<file path="config.mk">
export PLATFORM = sky130hd
export DESIGN_NAME = ffba_ram
export DESIGN_NICKNAME = d
export VERILOG_FILES = /design/src/design/ffba_ram.sv
export SDC_FILE = /design/constraint.sdc
export NUM_CORES = 1
export LEC_CHECK = 0
export ABC_CLOCK_PERIOD_IN_PS = 2050
export BUFFER_PORTS_ARGS = -buffer_cell sky130_fd_sc_hd__buf_2
export CORE_MARGIN = 10
export CORE_UTILIZATION = 40
export CTS_CLUSTER_DIAMETER = 30
export CTS_CLUSTER_SIZE = 14
export DETAILED_ROUTE_END_ITERATION = 6
export GPL_ROUTABILITY_DRIVEN = 0
export GPL_TIMING_DRIVEN = 0
export PLACE_DENSITY = 0.65
export RECOVER_POWER = 25
export SYNTH_ARGS = -nofsm -noshare
export SYNTH_HDL_FRONTEND = slang
export SYNTH_SLANG_ARGS = --single-unit
</file>
<file path="constraint.sdc">
create_clock -name clk -period 2.05 [get_ports clk]
set_input_delay 0.205 -clock clk [delete_from_list [all_inputs] [get_ports clk]]
set_output_delay 0.205 -clock clk [all_outputs]
set_load 0.005 [all_outputs]
</file>
<file path="src/design/ffba_ram.sv">
// Single-port-write, single-port-read synchronous RAM with registered read data.
module ffba_ram #(
  parameter int WIDTH = 8,
  parameter int DEPTH = 16
) (
  input  logic                     clk,
  input  logic                     we,
  input  logic [$clog2(DEPTH)-1:0] waddr,
  input  logic [WIDTH-1:0]         wdata,
  input  logic [$clog2(DEPTH)-1:0] raddr,
  output logic [WIDTH-1:0]         rdata
);

  logic [WIDTH-1:0] mem [DEPTH];

  always_ff @(posedge clk) begin
    if (we) begin
      mem[waddr] <= wdata;
    end
  end

  always_ff @(posedge clk) begin
    rdata <= mem[raddr];
  end

endmodule

</file>
==> results.sh <==
export IMPL_first_pass_iters=4
export IMPL_grt_antenna_before_repair=0
export IMPL_wire_per_inst_um=21.8
export IMPL_postSynthCellCount=229
export IMPL_clk_pin_slew_ns=0.05
export IMPL_max_slew_worst_pin_slew_ns=1.34
export IMPL_max_cap_violations=0
export IMPL_drt_iter0_markers=199
export IMPL_synth_nets=247
export IMPL_die_w_um=133
export IMPL_setup_slack_ns=0.244
export IMPL_max_stage_delay_ns=0.98
export IMPL_diodes=0
export IMPL_cts_tree="done"
export IMPL_hpwl_mm=6.32
export IMPL_required_ns=2.07
export IMPL_nets=290
export IMPL_port_buffers=24
export IMPL_die_area_mm2=0.0178
export IMPL_r2r_end="rdata[0]"
export IMPL_period_share_pct=88.1
export IMPL_postCtsHoldBufs=0
export IMPL_rrSetupSlack_ns=0.65
export IMPL_drc_errors=0
export IMPL_status="finished, final reports clean"
export IMPL_combPwrFrac_pct=4.5
export IMPL_fmax_mhz=554
export IMPL_crit_slowest_cell="nor3_1"
export IMPL_cts_root_buffer="clkbuf_16"
export IMPL_ys_seq_area_share_pct=77.8
export IMPL_clock_sinks=136
export IMPL_yosys_area_top_type="edfxtp_1"
export IMPL_hold_slack_ns=0.210
export IMPL_start_util_pct=40.8
export IMPL_synth_top_area_share_pct=74.7
export IMPL_drt_wl_total_mm=9.95
export IMPL_min_period_ns=1.81
export IMPL_hold_viol=0
export IMPL_num_rows=41
export IMPL_hp_start="wdata[0]"
export IMPL_synth_area_mm2=0.00515
export IMPL_maxSlewViolCount=0
export IMPL_rsz0062_at_grt="false"
export IMPL_synth_seq_cells=136
export IMPL_cp_start_kind="primary input"
export IMPL_grt_max_degree=17
export IMPL_p_sw_mw=1.27
export IMPL_pre_cts_ws_ns=-0.221
export IMPL_timing_clock_skew_ns=0.00844
export IMPL_viasPerCell=5.22
export IMPL_reg2reg_from="mem[1][0]"
export IMPL_postCtsSetupBuffers=0
export IMPL_final_layout_size_suffix_gt1_share_pct=27.7
export IMPL_internal_power_mw=5.20
export IMPL_peakVddDrop_uv=815
export IMPL_cp_arrival_ns=1.82
export IMPL_hold_class="in -> reg"
export IMPL_fin_util_pct=48.2
export IMPL_setup_violations=0
export IMPL_worstSetupEndpointType="register"
export IMPL_yosys_top_cells_area="edfxtp_1, mux4_2, mux4_1"
export IMPL_maxSlewHeadroom_pct=9.65
export IMPL_timing_setup_tns_ns=0
export IMPL_cp_cell_sequence="buf_2 -> or3b_2 -> nor3_1"
export IMPL_overflow=0
export IMPL_rr_worst_depth=3
export IMPL_p_leak_nw=2.02
export IMPL_power_frac_seq_pct=48.3
export IMPL_crit_start="waddr[2]"
export IMPL_endpoint="mem[0][3]"
export IMPL_ant_nets=0
export IMPL_cts_max_level=4
export IMPL_clkPwrFrac_pct=47.2
export IMPL_p_sw_share_pct=19.7
export IMPL_grt_pass1_vias=2546
export IMPL_clock_path_buffers=2
export IMPL_ys_types=19
export IMPL_ctsResizeCount=0
export IMPL_path_class="in -> reg"
export IMPL_power_density_mw_per_mm2=1060
export IMPL_area_growth_pct=18.2
export IMPL_p_total_mw=6.47
export IMPL_coreArea_mm2=0.0126
export IMPL_vias=2384
export IMPL_clock_latency_ns=0.41
export IMPL_cts_buffers=17
export IMPL_worstPathMaxFanout=8
export IMPL_grt_pass1_wl_mm=15.3
export IMPL_grt_usage_pct=11.8
export IMPL_ios=26
export IMPL_synth_avg_cell_area_um2=22.5
export IMPL_die_h_um=133
export IMPL_ys_warn_count=0
-- sequential cells by signal (all words and copies together) (netlist names) --
register  cells
mem         128
rdata         8
-- final cells by class --
type,count,area [um2]
buffer,10,86.3
clock buffer,20,457
clock inverter,12,150
fill,1047,6540
multi-input combinational,83,1060
sequential,136,4000
tap,172,215
timing repair buffer,24,114
-- cells in the final DEF, fill, tap and decap left out, types with 4 or more instances in the layout --
cell,Yosys,final
mux4_2,18,18
nor2_1,13,13
nor3_1,4,4
clkinv_2,0,4
edfxtp_1,128,128
clkbuf_1,0,6
dfxtp_1,8,8
mux4_1,14,14
nand2_1,9,9
a22oi_1,16,16
clkbuf_16,0,17
buf_2,3,22
-- how the worst min path moves through the flow --
| stage | end | slack [ns] | cells after the start |
|---|---|---|---|
| 2_1_floorplan | mem[0][0] | 0.30 | 0 |
| 3_3_place_gp | rdata[5] | 0.59 | 1 |
| 3_5_place_dp | rdata[5] | 0.58 | 1 |
| 4_1_cts | mem[6][6] | 0.19 | 1 |
| 5_1_grt | mem[12][7] | 0.21 | 1 |
| 6_report | mem[14][0] | 0.21 | 1 |
-- Yosys cell counts --
| cell | instances |
|---|---|
| edfxtp_1 | 128 |
| mux4_2 | 18 |
| a22oi_1 | 16 |
| mux4_1 | 14 |
| nor2_1 | 13 |
| nand2_1 | 9 |
| dfxtp_1 | 8 |
| nor3_1 | 4 |
| buf_2 | 3 |
| buf_6 | 3 |
| clkdlybuf4s25_2 | 3 |
| nand2b_1 | 2 |
| nand3b_1 | 2 |
| and2_1 | 1 |
| and2b_1 | 1 |
| buf_4 | 1 |
| nand3_1 | 1 |
| nor2b_1 | 1 |
| or3b_2 | 1 |
-- per-stage QoR --
stage / std cells / instance area (um2)
final: 457 / 6080
after detailed placement: 425 / 5480
after floorplan: 229 / 5150
after global placement: 425 / 5480
after CTS: 457 / 6090
after global routing: 457 / 6080
-- critical path: cells and delay by family --
kind,cells,cell delay (ns)
and+or+nand+nor,2,1.50
buffers and inverters,1,0.12
-- power groups by stage --
| stage | Clock [mW] | Sequential (mW) | Combinational (mW) |
|---|---|---|---|
| 3_3_place_gp | 0 | 3.18 | 0.294 |
| 2_1_floorplan | 0 | 3.18 | 0.158 |
| 4_1_cts | 3.09 | 3.12 | 0.301 |
| 5_1_grt | 3.22 | 3.13 | 0.318 |
| 6_report | 3.06 | 3.12 | 0.292 |
| 3_5_place_dp | 0 | 3.18 | 0.300 |
-- routing by layer --
metal / routed length [um] / up-vias / track usage (%) / part of all wire [%]
met5: 0 / - / 0 / 0
met4: 125 / 0 / 4.41 / 1.3
met2: 4880 / 57 / 18.2 / 49
li1: - / 1062 / - / -
met3: 550 / 11 / 4.40 / 5.5
met1: 4400 / 1254 / 14.9 / 44
-- cells by family after synthesis --
| group | share of synthesized area [%] |
|---|---|
| muxes | 15.0 |
| buffers and inverters | 1.68 |
| DFF | 77.8 |
| AOI/OAI and AO/OA | 2.33 |
| and+or+nand+nor | 3.18 |
(Power assumes the default switching activity.)
